## src/rtl/ksoa_pkg.sv

```systemverilog
// Shared types and constants for the keypad scanner with override and autorepeat.
// Holds the key priority table, override masks and the action codes.
// No dependencies.
package ksoa_pkg;

	localparam int unsigned NUM_WORDS  = 3;
	localparam int unsigned NUM_KEYS   = 15;
	localparam int unsigned WORD_W     = 32;
	localparam int unsigned KEY_W      = 4;
	localparam int unsigned DELAY_W    = 16;
	localparam int unsigned PLEN_W     = 16;
	localparam int unsigned ACTION_W   = 2;
	localparam int unsigned CFG_IDX_W  = 2;

	// Action codes carried in tuser.
	localparam logic [ACTION_W-1:0] ACT_SCAN        = 2'd0;
	localparam logic [ACTION_W-1:0] ACT_OVR_PRESS   = 2'd1;
	localparam logic [ACTION_W-1:0] ACT_OVR_RELEASE = 2'd2;
	localparam logic [ACTION_W-1:0] ACT_OVR_CLEAR   = 2'd3;

	// Configuration register indexes.
	localparam logic [CFG_IDX_W-1:0] CFG_OVR_EN     = 2'd0;
	localparam logic [CFG_IDX_W-1:0] CFG_REMOTE_EN  = 2'd1;
	localparam logic [CFG_IDX_W-1:0] CFG_FIRST_DLY  = 2'd2;
	localparam logic [CFG_IDX_W-1:0] CFG_REPEAT_DLY = 2'd3;

	localparam logic [DELAY_W-1:0] FIRST_DLY_RST  = 16'd500;
	localparam logic [DELAY_W-1:0] REPEAT_DLY_RST = 16'd175;

	localparam logic [WORD_W-1:0] READONLY_BIT = 32'h0002_0000;
	localparam logic [WORD_W-1:0] REMOTE_BIT   = 32'h0004_0000;
	localparam int unsigned       REMOTE_POS   = 18;

	typedef logic [NUM_WORDS-1:0][WORD_W-1:0] word3_t;

	// Override masks per word group.
	localparam word3_t OVR_MASK = '{32'h0000_FF50, 32'h0000_F000, 32'h0000_0000};

	typedef logic [1:0] group_t;

	// Key priority table: word group and bit mask of each position.
	localparam group_t KEY_GROUP [NUM_KEYS] = '{
		2'd2, 2'd2, 2'd2, 2'd2, 2'd2, 2'd2, 2'd2, 2'd2, 2'd2, 2'd2,
		2'd1, 2'd1, 2'd1, 2'd1, 2'd1
	};
	localparam logic [WORD_W-1:0] KEY_MASK [NUM_KEYS] = '{
		32'h0000_0010, 32'h0000_0040, 32'h0000_0100, 32'h0000_0200, 32'h0000_0400,
		32'h0000_0800, 32'h0000_1000, 32'h0000_2000, 32'h0000_4000, 32'h0000_8000,
		32'h0000_4000, 32'h0000_8000, 32'h0000_3000, 32'h0000_2000, 32'h0000_1000
	};

	// Key decode results passed to the top level.
	typedef struct packed {
		logic [KEY_W-1:0]    pressed;
		logic [KEY_W-1:0]    clicked;
		logic [NUM_KEYS-1:0] down;
	} key_stat_t;

endpackage

```

## src/rtl/ksoa_keys.sv

```systemverilog
// Key decode: per-key down and click flags and the first-match priority encode.
// Depends on ksoa_pkg for the key table and the key_stat_t type.
module ksoa_keys (
	input  ksoa_pkg::word3_t    cur_words,
	input  ksoa_pkg::word3_t    prev_words,
	output ksoa_pkg::key_stat_t key_stat
);
	import ksoa_pkg::*;

	logic [NUM_KEYS-1:0] down;
	logic [NUM_KEYS-1:0] click;

	// A key is down when all of its mask bits are low; clicked when one was high before.
	always_comb begin
		for (int i = 0; i < NUM_KEYS; i++) begin
			down[i]  = (cur_words[KEY_GROUP[i]] & KEY_MASK[i]) == '0;
			click[i] = down[i] && ((prev_words[KEY_GROUP[i]] & KEY_MASK[i]) != '0);
		end
	end

	// Lowest table position wins; key codes are position plus one.
	always_comb begin
		key_stat.pressed = '0;
		key_stat.clicked = '0;
		key_stat.down    = down;
		for (int i = NUM_KEYS - 1; i >= 0; i--) begin
			if (down[i]) begin
				key_stat.pressed = KEY_W'(i + 1);
			end
			if (click[i]) begin
				key_stat.clicked = KEY_W'(i + 1);
			end
		end
	end

endmodule

```

## src/rtl/keypad_scan_override_autorepeat.sv

```systemverilog
// Keypad scanner with software key override, autorepeat and remote pulse timing.
// A scan result is registered and valid in the cycle after its request is accepted.
// Throughput: one request per cycle while the result is taken; the result register frees as it is taken.
// Override requests update the override image when accepted and produce no result.
// Reset (arst_n low) restores all key words to ones, clears autorepeat and pulse
// state and loads the reset values of the configuration registers.
module keypad_scan_override_autorepeat #(
	parameter int unsigned PULSE_COUNT_BITS = 16
) (
	input  logic                       clk,
	input  logic                       arst_n,
	// Configuration write port.
	input  logic                       cfg_we,
	input  logic [ksoa_pkg::CFG_IDX_W-1:0] cfg_index,
	input  logic [ksoa_pkg::DELAY_W-1:0]   cfg_data,
	// Request stream.
	input  logic                       s_axis_tvalid,
	output logic                       s_axis_tready,
	// tdata, low bit up: key_index[3:0], raw_word0[35:4], raw_word1[67:36],
	// raw_word2[99:68], tick_now[131:100], zero pad[135:132].
	input  logic [135:0]               s_axis_tdata,
	// tuser: action[1:0].
	input  logic [ksoa_pkg::ACTION_W-1:0]  s_axis_tuser,
	// Result stream.
	output logic                       m_axis_tvalid,
	input  logic                       m_axis_tready,
	// tdata, low bit up: status_word0[31:0], status_word1[63:32], status_word2[95:64],
	// pressed_key[99:96], clicked_key[103:100], repeat_key[107:104],
	// remote_level[108], pulse_done[109], pulse_length[125:110], zero pad[127:126].
	output logic [127:0]               m_axis_tdata
);
	import ksoa_pkg::*;

	localparam int unsigned CNT_W = (PULSE_COUNT_BITS > PLEN_W) ? PULSE_COUNT_BITS : PLEN_W;

	// Configuration registers.
	logic               ovr_en_q;
	logic               remote_en_q;
	logic [DELAY_W-1:0] first_dly_q;
	logic [DELAY_W-1:0] repeat_dly_q;

	always_ff @(posedge clk or negedge arst_n) begin
		if (!arst_n) begin
			ovr_en_q     <= 1'b0;
			remote_en_q  <= 1'b0;
			first_dly_q  <= FIRST_DLY_RST;
			repeat_dly_q <= REPEAT_DLY_RST;
		end else if (cfg_we) begin
			case (cfg_index)
				CFG_OVR_EN:     ovr_en_q     <= cfg_data[0];
				CFG_REMOTE_EN:  remote_en_q  <= cfg_data[0];
				CFG_FIRST_DLY:  first_dly_q  <= cfg_data;
				CFG_REPEAT_DLY: repeat_dly_q <= cfg_data;
				default: ;
			endcase
		end
	end

	// Request fields.
	logic [ACTION_W-1:0] action;
	logic [KEY_W-1:0]    key_index;
	word3_t              raw_words;
	logic [WORD_W-1:0]   tick_now;

	assign action       = s_axis_tuser;
	assign key_index    = s_axis_tdata[3:0];
	assign raw_words[0] = s_axis_tdata[35:4];
	assign raw_words[1] = s_axis_tdata[67:36];
	assign raw_words[2] = s_axis_tdata[99:68];
	assign tick_now     = s_axis_tdata[131:100];

	// State.
	word3_t                      cur_q;
	word3_t                      ovr_q;
	logic [KEY_W-1:0]            held_key_q;
	logic [WORD_W-1:0]           held_since_q;
	logic                        repeating_q;
	logic [PULSE_COUNT_BITS-1:0] remote_cnt_q;
	logic                        out_valid_q;

	logic accept;
	logic is_scan;

	assign s_axis_tready = !out_valid_q || m_axis_tready;
	assign accept        = s_axis_tvalid && s_axis_tready;
	assign is_scan       = action == ACT_SCAN;

	// Key decode on the incoming words against the words of the last scan.
	key_stat_t key_stat;

	ksoa_keys u_keys (
		.cur_words  (raw_words),
		.prev_words (cur_q),
		.key_stat   (key_stat)
	);

	// Status merge and remote pulse measurement.
	word3_t                      status;
	logic                        rlevel;
	logic                        pdone;
	logic [PLEN_W-1:0]           plen;
	logic [PULSE_COUNT_BITS-1:0] remote_cnt_nxt;
	logic [CNT_W-1:0]            cnt_ext;

	always_comb begin
		for (int i = 0; i < NUM_WORDS; i++) begin
			status[i] = ovr_en_q ? ((raw_words[i] & ~OVR_MASK[i]) | (ovr_q[i] & OVR_MASK[i]))
				: raw_words[i];
		end
		rlevel         = status[2][REMOTE_POS];
		cnt_ext        = CNT_W'(remote_cnt_q);
		pdone          = 1'b0;
		plen           = '0;
		remote_cnt_nxt = remote_cnt_q;
		if (rlevel) begin
			if (remote_cnt_q != '1) begin
				remote_cnt_nxt = remote_cnt_q + 1'b1;
			end
		end else if (remote_cnt_q != '0) begin
			pdone          = 1'b1;
			plen           = (cnt_ext > CNT_W'({PLEN_W{1'b1}})) ? {PLEN_W{1'b1}}
				: cnt_ext[PLEN_W-1:0];
			remote_cnt_nxt = '0;
		end
		if (remote_en_q) begin
			status[2] = status[2] & ~(READONLY_BIT | REMOTE_BIT);
		end else begin
			status[2] = status[2] & ~READONLY_BIT;
		end
	end

	// Autorepeat: a click restarts the hold; a held key fires after the delay.
	logic [KEY_W-1:0]  held_pos;
	logic              held_down;
	logic [WORD_W-1:0] elapsed;
	logic [DELAY_W-1:0] limit;
	logic              fire;
	logic [KEY_W-1:0]  rep_key;
	logic [KEY_W-1:0]  held_key_nxt;
	logic [WORD_W-1:0] held_since_nxt;
	logic              repeating_nxt;

	assign held_pos  = held_key_q - 1'b1;
	assign held_down = (held_key_q != '0) && key_stat.down[held_pos];
	assign elapsed   = tick_now - held_since_q;
	assign limit     = repeating_q ? repeat_dly_q : first_dly_q;
	assign fire      = !elapsed[WORD_W-1] && (elapsed > WORD_W'(limit));

	always_comb begin
		held_key_nxt   = held_key_q;
		held_since_nxt = held_since_q;
		repeating_nxt  = repeating_q;
		rep_key        = '0;
		if (key_stat.clicked != '0) begin
			held_key_nxt   = key_stat.clicked;
			held_since_nxt = tick_now;
			repeating_nxt  = 1'b0;
			rep_key        = key_stat.clicked;
		end else if (held_down) begin
			if (fire) begin
				held_since_nxt = tick_now;
				repeating_nxt  = 1'b1;
				rep_key        = held_key_q;
			end
		end else begin
			held_key_nxt = '0;
		end
	end

	// Override image update for press, release and release-all requests.
	logic [KEY_W-1:0] ovr_pos;
	word3_t           ovr_nxt;

	assign ovr_pos = key_index - 1'b1;

	always_comb begin
		ovr_nxt = ovr_q;
		case (action)
			ACT_OVR_PRESS: begin
				if (key_index != '0) begin
					ovr_nxt[KEY_GROUP[ovr_pos]] = ovr_q[KEY_GROUP[ovr_pos]] & ~KEY_MASK[ovr_pos];
				end
			end
			ACT_OVR_RELEASE: begin
				if (key_index != '0) begin
					ovr_nxt[KEY_GROUP[ovr_pos]] = ovr_q[KEY_GROUP[ovr_pos]] | KEY_MASK[ovr_pos];
				end
			end
			ACT_OVR_CLEAR: begin
				for (int i = 0; i < NUM_WORDS; i++) begin
					ovr_nxt[i] = ovr_q[i] | OVR_MASK[i];
				end
			end
			default: ;
		endcase
	end

	// The override image advances on each accepted request, the scan state only on accepted scans.
	always_ff @(posedge clk or negedge arst_n) begin
		if (!arst_n) begin
			cur_q        <= '1;
			ovr_q        <= '1;
			held_key_q   <= '0;
			held_since_q <= '0;
			repeating_q  <= 1'b0;
			remote_cnt_q <= '0;
		end else if (accept) begin
			ovr_q <= ovr_nxt;
			if (is_scan) begin
				cur_q        <= raw_words;
				held_key_q   <= held_key_nxt;
				held_since_q <= held_since_nxt;
				repeating_q  <= repeating_nxt;
				remote_cnt_q <= remote_cnt_nxt;
			end
		end
	end

	// Result register.
	always_ff @(posedge clk or negedge arst_n) begin
		if (!arst_n) begin
			out_valid_q <= 1'b0;
		end else if (accept && is_scan) begin
			out_valid_q <= 1'b1;
		end else if (m_axis_tready) begin
			out_valid_q <= 1'b0;
		end
	end

	logic [127:0] out_data_q;

	always_ff @(posedge clk) begin
		if (accept && is_scan) begin
			out_data_q <= {2'b00, plen, pdone, rlevel, rep_key, key_stat.clicked,
				key_stat.pressed, status[2], status[1], status[0]};
		end
	end

	assign m_axis_tvalid = out_valid_q;
	assign m_axis_tdata  = out_data_q;

endmodule

```

## config.mk

```make
export PLATFORM = sky130hd
export DESIGN_NAME = keypad_scan_override_autorepeat
export DESIGN_NICKNAME = d
export VERILOG_FILES = /design/src/rtl/ksoa_pkg.sv /design/src/rtl/ksoa_keys.sv /design/src/rtl/keypad_scan_override_autorepeat.sv
export SDC_FILE = /design/constraint.sdc
export NUM_CORES = 1
export LEC_CHECK = 0
export BUFFER_PORTS_ARGS = -buffer_cell sky130_fd_sc_hd__buf_4
export CAP_MARGIN = 20
export CORE_ASPECT_RATIO = 2
export CORE_UTILIZATION = 35
export DETAILED_ROUTE_END_ITERATION = 6
export PLACE_DENSITY = 0.66
export SLEW_MARGIN = 0
export SYNTH_ARGS = -nofsm -noshare
export SYNTH_HDL_FRONTEND = slang
export SYNTH_SLANG_ARGS = --single-unit
export TNS_END_PERCENT = 100
```

## constraint.sdc

```tcl
create_clock -name clk -period 7.7 [get_ports clk]
set_input_delay 1.54 -clock clk [delete_from_list [all_inputs] [get_ports clk]]
set_output_delay 1.54 -clock clk [all_outputs]
set_load 0.005 [all_outputs]
```

---- Word-level counts from Yosys, hierarchy flattened ----
Memory sizes are Yosys's and may differ from the RTL's.
Index checks and enable logic that the tools add are counted.
storage, ports and cells
  bits in registers ....................... 342
  latch bits .............................. 0
  RAM bits ................................ 0
  ROM bits ................................ 544
  input port bits ......................... 161
  memories ................................ 2
cells by class
  add/subtract/negate cells ............... 4
  multiply operators ...................... 0
  divide/modulo/power cells ............... 0
  order comparisons ....................... 6
  equal/unequal tests ..................... 11
  shifts and indexed selects .............. 0
  multiplexer cells ....................... 65
  bitwise logic cells ..................... 8
  reductions and logical operators ........ 64
memories
  memory           depth  bits a word  rd ports  clocked after Yosys merged registers in  write ports  line                                    RTL
  (no name shown)  16     32           1         0                                        0            keypad_scan_override_autorepeat.sv:186  ovr_nxt[KEY_GROUP[ovr_pos]] = ovr_q[KEY_GROUP[ovr_pos]] | KEY_MASK[ovr_pos];
  (no name shown)  16     2            1         0                                        0            keypad_scan_override_autorepeat.sv:186
operators by type and width
  cell                   number
  $logic_not 32->1       15
  $mux 32                9
  $pmux 96 s3            1
  $bwmux 96              2
  $mux 96                2
  $mux 4                 28
  $mux 16                5
  $bmux 32 s2            1
  $demux 32 s2           1
  $or 32x16->32          2
  $and 32x32->32         1
  $gt 32x16->1           1
  $not 32->32            1
  $or 32x32->32          1
  $reduce_bool 32->1     1
  $sub 32x32->32         1
  $logic_and 1x1->1      20
  $add 16x1->16 const B  1
  $gt 16x16->1 const B   1
  $ne 16x16->1 const B   1
  $reduce_bool 16->1     1
  $mux 3                 4
  $reduce_and 4->1       3
  $reduce_bool 4->1      3
  25 further kinds       52

---- Depth between registers and ports, before layout ----
Gate-level depths: netlist of the first run.
  depth in word-level cells ............... 20
  mapped depth ............................ 20
  depth with buffers taken out ............ 18

---- Hierarchy ----
A second synthesis of the first run with hierarchy kept.
second synthesis, totals
  cells, all modules ...................... 1,546
  area total of the unflattened synthesis .. 16,155.5 sq um
modules (own cells, without submodules)
  module                           times used  cells an instance  area an instance (sq um)
  keypad_scan_override_autorepeat  1           1,469              15,707.6
  ksoa_keys                        1           77                 447.9

---- Worst setup path before layout of the first run ----
OpenSTA, ideal clock, no wires.
  path type ............................... input to register
  from .................................... input m_axis_tready
  to ...................................... register out_data_q[0] (netlist: m_axis_tdata[0]) (enable)
  arrival ................................. 5.598 ns
  required time ........................... 7.162 ns
  setup slack ............................. 1.564 ns
  stages .................................. 4
  path buffers ............................ 1
  path through ............................ nand2b_1 -> nand3_1 -> clkinv_1 -> clkbuf_1
between the ends
  cells in the longest elaborated chain, start to end .. 3
RTL lines
  what                  line                                    RTL
  start, declared       keypad_scan_override_autorepeat.sv:26   input logic m_axis_tready,
  $logic_or 1x1->1      keypad_scan_override_autorepeat.sv:84   assign s_axis_tready = !out_valid_q || m_axis_tready;
  $logic_and 1x1->1     keypad_scan_override_autorepeat.sv:85   assign accept = s_axis_tvalid && s_axis_tready;
  $logic_and 1x1->1     keypad_scan_override_autorepeat.sv:233  if (accept && is_scan) begin
  end signal, assigned  keypad_scan_override_autorepeat.sv:234  out_data_q <= {2'b00, plen, pdone, rlevel, rep_key, key_stat.clicked,
  end, declared         keypad_scan_override_autorepeat.sv:230  logic [127:0] out_data_q;
No other way between the ends.
A chain may end at the register's enable or synchronous reset.

---- Worst setup path in the final report of the first run ----
  from .................................... input s_axis_tdata[100]
  to ...................................... register held_since_q[7]
between the ends
  cells in the longest elaborated chain, start to end .. 5
  elaborated cells between the ends (all ways) .. 6
  those cells by class .................... add/sub: 1; order compare: 1; reduce/logical: 4
RTL lines
  what                                             line                                    RTL
  start, declared                                  keypad_scan_override_autorepeat.sv:21   input logic [135:0] s_axis_tdata,
  $sub 32x32->32 *                                 keypad_scan_override_autorepeat.sv:145  assign elapsed = tick_now - held_since_q;
  $gt 32x16->1 or $logic_not 1->1 (tied branches)  keypad_scan_override_autorepeat.sv:147  assign fire = !elapsed[WORD_W-1] && (elapsed > WORD_W'(limit));
  $logic_and 1x1->1 *                              keypad_scan_override_autorepeat.sv:147
  $reduce_bool 2->1 (no source line) *             -
  $reduce_and 4->1 (no source line) *              -
  end signal, assigned                             keypad_scan_override_autorepeat.sv:212  held_since_q <= held_since_nxt;
  end, declared                                    keypad_scan_override_autorepeat.sv:76   logic [WORD_W-1:0] held_since_q;
Every way passes the cells marked *; elsewhere a longest branch is shown, timed or not.

==> summary.md, run 1 <==
| Metric | Value |
|---|---|
| Seq/Total Area, Yosys | 53.9% |
| Crit path cell chain | buf_4 > inv_1 > ha_1 > fa_1 > nand2b_1 > a21oi_1 > o21ai_0 > nand2_1 > xor2_1 > ha_1 > a21oi_1 > nand2_1 > a221o_1 > o31ai_1 > nand4_1 > nor4_1 > a21oi_2 > o21ai_4 > buf_4 > mux2_2 |
| GP Congestion | ~0.94 |
| Drt first pass iters | 7 |
| Finished Layout Cells | ~1,800 |
| Largest net degree at the start of global routing | 64 |
| Combinational family with the most area after synthesis | simple AND/OR/NAND/NOR gates |
| Layout area overhead | 26.3% |
| Drt drc | 0 |
| Crit-path max FO | 32 |
| Worst skew pair latency | between 500 and 600 ps |
| Worst-Margin Slew | roughly 950 ps |
| Synth warn | 0 |
| Syn Area/Cell | 11.5 sq um |
| Most used DFF post-synth | edfxtp_1 |
| Synth Area in Compound Gates | 11.4% |
| Die span in x | 135 um |
| CORE AREA | ~35,000 sq um |
| Final design utilization | 44.9% |
| TritonCTS Buffers | 22 |
| Max Cap Viol | 0 |
| Final Slew Violations | 0 |
| Post-CTS sizing | 0 |
| Final Cycle Share | between 80% and 90% |
| Share of synthesized registers carrying an async set or reset | 48.1% |
| Cell taking the most area after synthesis | edfxtp_1 |
| Synth Instances | 1,082 |
| 1st-iter DRT viols | 450 |
| Share of layout cells above drive strength 1 | 33.6% |
| CP Data Required Time | 8120 ps |
| Maximum clock rate | roughly 160 MHz |
| Peak supply drop | 0.166 mV |
| DP HPWL | 26,000 um |
| # port buffers | 282 |
| Post-synth top cells | edfxtp_1 (125), nand2_1 (124), nor2_1 (86), dfrtp_1 (76), a21oi_1 (61) |
| # rows | 97 |
| Placed Cells | 1,788 |
| Synth Register Bits | 241 |
| Io pins | 291 |
| Post CTS Setup Buffer Count | 0 |
| Routed WL | 33,600 um |
| Total Routing Usage GR | 18.1% |
| Period minus WS final | 6230 ps |
| Hold slack final | 461 ps |
| Max incr delay on CP | 500 ps |
| Die area | 36,300 sq um |
| CP Data Arrival Time | 6640 ps |
| Initial antenna violation count | 0 |
| Crit path launch type | input pin |
| CTS tree | yes |
| CTS Buffer Depth | 3 |
| Cell Area, Placed | 15,000 sq um |
| Final setup vio count | 0 |
| Total Power | about 4.2 mW |
| Slew HR | 35.3% |
| CP max stage cell | buf_4 |
| Wirelength per Cell | 18.4 um |
| Root Driver | clkbuf_16 |
| Status | complete, no violations |
| Hold Crit Class | flip-flop to flip-flop |
| Synth Area in Adders | 6.08% |
| Area contributors post-synth | edfxtp_1 (30%), dfrtp_1 (15%), dfstp_2 (8.5%) |
| Die span in y | 269 um |
| Final hold vios | 0 |
| Crit Path Class | input pin to flip-flop |
| Final instance area | 15,700 sq um |
| Hold_buf cts | 0 |
| Setup ws final | 1470 ps |
| P_leak | 6.73 nW |
| Synth Area in Simple Gates | ~13% |
| Dpl ws | 932 ps |
| Clock skew | 13.9 ps |
| Synthesized cell area | between 10,000 and 15,000 sq um |
| Count leader, synth | edfxtp_1 |
| Area share of the largest cell type after synthesis | 30.2% |
| Post-synth EDFFs | 125 |
| H-tree Lvls | 1 |
| Clock Sinks | 241 |
| Total Neg Setup Slack | 0 ps |
| Clock slew at the register clock pins of the worst setup and hold paths | 70 ps |
| Mux contribution to synthesized area | between 10% and 20% |
| First-pass GRT wire length | approximately 50,000 um |
| Vias per inst | 5.13 |
| Post-synth cell types | between 70 and 80 |
| Starting Density | 35.6% |
| Routed Antenna Nets | 0 |
| Global route overflow | 0 |
| Critical path capture point type | flip-flop |
| Power per cell area | 268 nW/um^2 |
| Nets | 1,587 |
| Vias | 9,375 |
| Vias in the first global route | 9,252 |
| Ant. Diodes | 0 |
| Xor/xnor share of the synthesized area | 2.47% |
| RSZ-0062 raised after global routing | no |
## routing by layer
| metal | GRT usage (%) | part of all wire (%) | up-vias | wire length (um) |
|---|---|---|---|---|
| met1 | 16.5 | 32 | 4490 | 10800 |
| li1 | - | - | 4487 | - |
| met5 | 0 | 0 | - | 0 |
| met2 | 38.0 | 58 | 329 | 19600 |
| met3 | 2.37 | 5.4 | 69 | 1830 |
| met4 | 8.23 | 4.1 | 0 | 1370 |
## state kept, by name, indices dropped and copies added, names as in the netlist, 4 cells and up, named ones only
signal        flops
cnt_ext          16
held_key_q        4
cur_q            14
held_since_q     32
first_dly_q      16
m_axis_tdata    125
repeat_dly_q     16
## path summary, 6_finish.rpt
check                      slack [ps]  depth (start not counted)               from          endpoint
max                              1470                         20  s_axis_tdata[100]   held_since_q[7]
max reg2reg                      2200                         18    held_since_q[0]   held_since_q[7]
min in group asynchronous        1100                          1             arst_n  held_since_q[22]
min reg2reg                       460                          2          cur_q[73]         cur_q[73]
min                               460                          2          cur_q[73]         cur_q[73]
max in group asynchronous        5320                          2             arst_n     held_key_q[2]
## placed cells by master (no fill, tap or decap), types with 11 or more instances in the layout
cell type and n:
dfrtp_1 76, a21oi_1 61, nand4_1 17, dfstp_2 40, nor2b_1 17, inv_1 55
mux2i_1 21, mux2_2 51, xnor2_1 21, buf_4 288, nand2_1 124, ha_1 58
nand2b_1 11, edfxtp_1 125, clkbuf_16 22, xor2_1 14, o21ai_0 59, nand3_1 19
nor2_1 86, nor3_1 21, mux2_4 29, and2_1 11
## worst max-delay path: cells and delay by family
family	cells	cell delay [ps]
AO/OA/AOI/OAI	7	1930
AND/OR/NAND/NOR	5	930
adder cells (fa/ha/maj)	3	920
multiplexers	1	400
XOR/XNOR	1	270
buffers and inverters	3	630
## where the power goes
part	internal (mW)	total [mW]	switching [mW]
registers	1.55	1.65	0.0984
clock network	0.630	1.13	0.496
logic	0.638	1.44	0.806
## area by class of cell
| class | count | area [sq um] |
|---|---|---|
| clock buffers | 24 | 558 |
| clock inverters | 16 | 171 |
| fillers | 3270 | 19200 |
| inverters | 56 | 215 |
| multi-input cells | 758 | 5340 |
| flip-flops and latches | 241 | 6710 |
| well taps | 445 | 557 |
| repair buffers | 288 | 2160 |
## kinds of logic (layout without fill, tap and decap cells)
| logic type | after synthesis | after routing |
|---|---|---|
| DFF | 241 | 241 |
| adders and majority gates | 60 | 60 |
| xor gates and xnor gates | 35 | 35 |
| AOI/OAI and AO/OA | 219 | 219 |
| and+or+nand+nor | 337 | 337 |
| other | 1 | 3 |
| buffers and inverters | 85 | 384 |
| muxes | 104 | 104 |
(Power assumes the default switching activity.)
==> inputs of run 2 (changes only) <==
==> constraint.sdc (replaced) <==
create_clock -name clk -period 6 [get_ports clk]
set_input_delay 1.2 -clock clk [delete_from_list [all_inputs] [get_ports clk]]
set_output_delay 1.2 -clock clk [all_outputs]
set_load 0.005 [all_outputs]
==> summary.md, run 2 (same netlist as run 1, synthesis figures left out) <==
| Metric | Value |
|---|---|
| Maximum clock rate | 195 MHz |
| Drt drc | 0 (unchanged) |
| Cell Area, Placed | 15,000 sq um (+0.33%) |
| Post-CTS sizing | 0 (unchanged) |
| Final hold vios | 0 (unchanged) |
| Max incr delay on CP | 380 ps (-120 ps) |
| RSZ-0062 raised after global routing | no |
| Layout area overhead | 27.1% |
| Crit path launch type | input pin |
| DP HPWL | 26,200 um (+0.60%) |
| CP Data Required Time | 6420 ps (-1700 ps) |
| Power per cell area | 348 nW/um^2 (+30%) |
| P_leak | 6.80 nW (+1.0%) |
| Crit-path max FO | 12 (-63%) |
| Clk pwr share | 27.6% (+0.9 points) |
| Die span in x | 135 um (unchanged) |
| CP Data Arrival Time | 5540 ps (-1100 ps) |
| Met1 Use GR | 16.8% (+0.31 points) |
| Peak supply drop | 0.200 mV (+20%) |
| CORE AREA | 35,000 sq um (unchanged) |
| Switching pwr | 1.82 mW (+30%) |
| First-pass GRT wire length | 51,000 um (+1.2%) |
| Clock slew at the register clock pins of the worst setup and hold paths | 70 ps (about the same) |
| Buffers & Inverters on Critical Path | 3 (unchanged) |
| Most frequent cells in the layout | buf_4 (292), edfxtp_1 (125), nand2_1 (124) |
| Vias per inst | 5.13 (about the same) |
| Sequential share of power | 38.7% (-0.4 points) |
| Die area | 36,300 sq um (unchanged) |
| Initial antenna violation count | 1 (+1) |
| Slew HR | 37.8% (+2.5 points) |
| Final instance area | 15,800 sq um (+0.63%) |
| 1st-iter DRT viols | 522 (+16%) |
| Multi-input logic area | 5340 sq um (unchanged) |
| Crit Path Class | input pin to flip-flop |
| Status | complete, no violations |
| CTS Buffer Depth | 3 (unchanged) |
| M3 GR Usage | 2.43% (+0.056 points) |
| # rows | 97 (unchanged) |
| Share of layout cells above drive strength 1 | 34.1% (+0.55 points) |
| Clock Sinks | 241 (unchanged) |
| Global route overflow | 0 (unchanged) |
| Largest net degree at the start of global routing | 73 (+14%) |
| Routed WL | 33,800 um (+0.47%) |
| Final Cycle Share | 85.4% |
| Net Sw Frac | 33.2% (about the same) |
| Vias | 9,415 (+0.43%) |
| Clock skew | 11.3 ps (-2.60 ps) |
| Vias in the first global route | 9,492 (+2.6%) |
| Post CTS Setup Buffer Count | 0 (unchanged) |
| Starting Density | 35.6% (unchanged) |
| TritonCTS Buffers | 23 (+4.5%) |
| Max Cap Viol | 0 (unchanged) |
| Drt first pass iters | 5 (-2) |
| Io pins | 291 (unchanged) |
| Final Slew Violations | 0 (unchanged) |
| # port buffers | 282 (unchanged) |
| GR peak layer | met2 |
| Total Neg Setup Slack | 0 ps (unchanged) |
| Crit path max-delay family | compound AO/OA/AOI/OAI gates |
| Pint | 3.67 mW (+30%) |
| Period minus WS final | 5120 ps |
| Max FFs per register | 125 (unchanged) |
| GP Congestion | 0.923 (-1.3%) |
| H-tree Lvls | 1 (unchanged) |
| Root Driver | clkbuf_16 |
| Fraction of power consumed by combinational cells | 33.7% (-0.5 points) |
| Hold_buf cts | 0 (unchanged) |
| Routed Antenna Nets | 0 (unchanged) |
| Critical path capture point type | flip-flop |
| Leading cell type in the layout, fill and taps excluded | buf_4 |
| Nets | 1,593 (+0.38%) |
| Fillers | 3,254 (-0.49%) |
| CP max stage cell | ha_1 |
| Crit path cell chain | buf_4 > ha_1 > a21oi_1 > o21ai_0 > a21oi_1 > nand2_1 > xor2_1 > ha_1 > a21oi_1 > nand2_1 > a221o_1 > o31ai_1 > buf_4 > nand4_1 > nor4_1 > a21oi_2 > o21ai_4 > buf_4 > mux2_4 |
| Die span in y | 269 um (unchanged) |
| Sequential cell area | 6710 sq um (unchanged) |
| CTS tree | yes |
| Hold Crit Class | flip-flop to flip-flop |
| Wirelength per Cell | 18.4 um (about the same) |
| Final setup vio count | 0 (unchanged) |
| Worst skew pair latency | 540 ps (about the same) |
| Met2 usage | 37.8% (-0.19 points) |
| Total Routing Usage GR | 18.3% (+0.13 points) |
| Worst-Margin Slew | 934 ps (-13.0 ps) |
-- run 2: cell count changes in the layout (fill, tap and decap cells not counted), moves of 2 or more --
cell        before  now
clkbuf_1         2    4
clkinv_2         1    4
clkinvlp_2       3    0
clkbuf_8         0    3
buf_4          288  292
clkinv_1         5    0
-- run 2: path summary, 6_finish.rpt --
kind | endpoint | cells after the start | start | slack (ps)
max | held_since_q[19] | 19 | s_axis_tdata[107] | 880
min | cur_q[79] | 2 | cur_q[79] | 460
max reg2reg | held_since_q[19] | 19 | held_since_q[7] | 1280
min reg2reg | cur_q[79] | 2 | cur_q[79] | 460
max in group asynchronous | cnt_ext[10] | 2 | arst_n | 3970
min in group asynchronous | held_since_q[21] | 1 | arst_n | 750
-- run 2: cell type report --
type | count | area share, %
Tap cell | 445 | 3.52
Sequential cell | 241 | 42.4
Timing Repair Buffer | 293 | 14.0
Clock buffer | 30 | 4.00
Antenna cell | 1 | 0.0158
Inverter | 56 | 1.36
Multi-Input combinational cell | 758 | 33.8
Clock inverter | 12 | 0.910
-- run 2: stage by stage --
step                total power, mW  setup WS [ps]  util [%]  std cells  hold slack [ps]
floorplan                      3.42            204         -       1084              436
global placement               3.97            359      43.0       1793              445
detailed placement             4.02            369      43.0       1793              448
CTS                            5.56            924      45.2       1835              461
global route                   5.83            598      45.2       1836              477
finish                         5.50            879      45.2       1836              460
-- run 2: layer usage --
layer  vias up  routed length [um]
met5         -                   0
met4         0                1260
met3        69                1870
met2       329               19700
met1      4521               11000
li1       4496                   -
-- run 2: tightest hold or removal path: stages, from the launching register on --
cell and delay (ps):
dfstp_2 370, nand2_1 50, nand2_1 50
-- run 2: power by group through the flow --
stage               sequential, mW  clock, mW  combinational (mW)
floorplan                     2.11          0                1.32
global placement              2.15          0                1.82
detailed placement            2.16          0                1.86
CTS                           2.13       1.56                1.87
global route                  2.16       1.63                2.05
finish                        2.13       1.51                1.86
==> inputs of run 3 (changes only) <==
--- a/config.mk
+++ b/config.mk
@@ -10,7 +10,7 @@
 export CORE_ASPECT_RATIO = 2
 export CORE_UTILIZATION = 35
 export DETAILED_ROUTE_END_ITERATION = 6
-export PLACE_DENSITY = 0.66
+export PLACE_DENSITY = 0.68
 export SLEW_MARGIN = 0
 export SYNTH_ARGS = -nofsm -noshare
 export SYNTH_HDL_FRONTEND = slang
==> constraint.sdc (replaced) <==
create_clock -name clk -period 4.7 [get_ports clk]
set_input_delay 0.94 -clock clk [delete_from_list [all_inputs] [get_ports clk]]
set_output_delay 0.94 -clock clk [all_outputs]
set_load 0.005 [all_outputs]
==> summary.md, run 3 (same netlist as run 1, synthesis figures left out) <==
| Metric | Value |
|---|---|
| Vias | 9,779 (+3.9%) |
| H-tree Lvls | 1 (unchanged) |
| Sequential share of power | 37.7% (-1.0 points) |
| Peak supply drop | 0.314 mV (+57%) |
| Placed Cells | 1,858 (+3.6%) |
| Clk pwr share | 23.6% (-4.0 points) |
| Hold_buf cts | 0 (unchanged) |
| Pint | 4.78 mW (+30%) |
| Power per cell area | 436 nW/um^2 (+25%) |
| Net Sw Frac | 33.5% (+0.34 points) |
| Slew HR | 30.8% (-6.9 points) |
| GR peak layer | met2 |
| Ant. Diodes | 0 (-1) |
| 1st-iter DRT viols | 471 (-9.8%) |
| Clock Sinks | 241 (unchanged) |
| Switching pwr | 2.41 mW (+32%) |
| GP Congestion | 0.918 (-0.62%) |
| Drt first pass iters | 7 (+2) |
| Total Routing Usage GR | 18.0% (-0.24 points) |
| M3 GR Usage | 2.12% (-0.30 points) |
| Drt drc | 0 (unchanged) |
| Met1 Use GR | 17.2% (+0.42 points) |
| Max Cap Viol | 0 (unchanged) |
| Leading cell type in the layout, fill and taps excluded | buf_4 |
| Layout area overhead | 32.8% |
| Final Cycle Share | 96.8% |
| TritonCTS Buffers | 22 (-4.3%) |
| Crit Path Class | input pin to flip-flop |
| Finished Layout Cells | 1,910 (+4.0%) |
| Die span in x | 135 um (unchanged) |
| Largest net degree at the start of global routing | 69 (-5.5%) |
| Final design utilization | 47.2% (+2.0 points) |
| Die span in y | 269 um (unchanged) |
| Critical path capture point type | flip-flop |
| Dpl ws | -550 ps (-919 ps) |
| Hold slack final | 458 ps (-1.49 ps) |
| Routed WL | 33,800 um (about the same) |
| Sequential cell area | 6710 sq um (unchanged) |
| Vias in the first global route | 9,803 (+3.3%) |
| Die area | 36,300 sq um (unchanged) |
| Cell Area, Placed | 15,500 sq um (+3.4%) |
| P_leak | 7.15 nW (+5.2%) |
| Share of layout cells above drive strength 1 | 38.6% (+4.5 points) |
| CP Data Required Time | 5110 ps (-1310 ps) |
| Routed Antenna Nets | 0 (unchanged) |
| Max FFs per register | 125 (unchanged) |
| Final hold vios | 0 (unchanged) |
| Root Driver | clkbuf_16 |
| Fraction of power consumed by combinational cells | 38.7% (+5.0 points) |
| DP HPWL | 26,000 um (-0.80%) |
| Final Slew Violations | 0 (unchanged) |
| Crit path launch type | input pin |
| Hold Crit Class | flip-flop to flip-flop |
| CTS Buffer Depth | 3 (unchanged) |
| First-pass GRT wire length | 50,900 um (-0.19%) |
| Multi-input logic area | 5470 sq um (+2.5%) |
| Setup ws final | 151 ps (-728 ps) |
| CP Data Arrival Time | 4960 ps (-580 ps) |
| # port buffers | 282 (unchanged) |
| Worst skew pair latency | 520 ps (-20 ps) |
| Final instance area | 16,500 sq um (+4.4%) |
| CTS tree | yes |
| Worst-Margin Slew | 1010 ps (+77.7 ps) |
| CORE AREA | 35,000 sq um (unchanged) |
| Final setup vio count | 0 (unchanged) |
| Initial antenna violation count | 0 (-1) |
| Wirelength per Cell | 17.7 um (-3.9%) |
| # rows | 97 (unchanged) |
| Most frequent cells in the layout | buf_4 (359), edfxtp_1 (125), nand2_1 (124) |
| Clock skew | 12.1 ps (+0.791 ps) |
| Io pins | 291 (unchanged) |
| Met2 usage | 36.4% (-1.4 points) |
| Period minus WS final | 4550 ps |
| Global route overflow | 0 (unchanged) |
| Crit-path max FO | 6 (-6) |
| Status | complete, no violations |
| Nets | 1,669 (+4.8%) |
| Total Power | 7.19 mW (+31%) |
| RSZ-0062 raised after global routing | yes |
| Starting Density | 35.6% (unchanged) |
| Clock slew at the register clock pins of the worst setup and hold paths | 70 ps (about the same) |
| Fillers | 3,206 (-1.5%) |
| Maximum clock rate | about 220 MHz |
| Total Neg Setup Slack | 0 ps (unchanged) |
| Vias per inst | 5.12 (-0.16%) |
run 3: cell type report:
cell class | instances | area share, %
Multi-Input combinational cell | 758 | 33.1
Sequential cell | 241 | 40.6
Timing Repair Buffer | 370 | 17.4
Clock inverter | 16 | 0.712
Clock buffer | 24 | 3.38
Inverter | 56 | 1.32
Tap cell | 445 | 3.37
run 3: critical path, cell delays in order:
cell and delay, ps:
buf_8 80, inv_4 30, ha_4 160, fa_2 380
nand2b_4 170, a21oi_4 220, o21ai_1 120, o21ai_1 160
xor2_1 180, ha_1 270, nand4_1 140, nor3_2 70
a221o_1 320, o31ai_1 250, buf_4 160, nand4_1 80
nor4_2 200, a21oi_2 120, o21ai_4 280, buf_6 170
clkbuf_16 150, mux2_4 290
run 3: worst paths after layout:
path	start	end	slack, ps	depth (start not counted)
worst min-delay path	cur_q[79]	cur_q[79]	460	2
worst min register to register	cur_q[79]	cur_q[79]	460	2
max in group asynchronous	arst_n	repeat_dly_q[0]	3340	2
worst max-delay path	s_axis_tdata[100]	held_since_q[21]	150	22
worst max register to register	held_since_q[0]	held_since_q[21]	240	20
min in group asynchronous	arst_n	held_since_q[20]	500	1
run 3: power by group through the flow:
stage | combinational, mW | sequential (mW) | clock [mW]
3_5_place_dp | 2.66 | 2.75 | 0
3_3_place_gp | 2.59 | 2.74 | 0
6_report | 2.78 | 2.71 | 1.70
4_1_cts | 2.67 | 2.71 | 1.77
2_1_floorplan | 1.69 | 2.68 | 0
5_1_grt | 3.05 | 2.74 | 1.83
run 3: routing by layer:
metal | routed length [um] | vias to the layer above
li1 | - | 4644
met1 | 11300 | 4708
met2 | 19200 | 340
met3 | 1690 | 87
met4 | 1610 | 0
met5 | 0 | -
run 3: what timing repair did:
| action | 4_1_cts | 5_1_grt |
|---|---|---|
| pin swaps | 0 | 26 |
| resized for setup | 1 | 36 |
| buffers inserted | 0 | 10 |
| setup endpoints to repair | 1 | 36 |
| gates cloned | 0 | 2 |
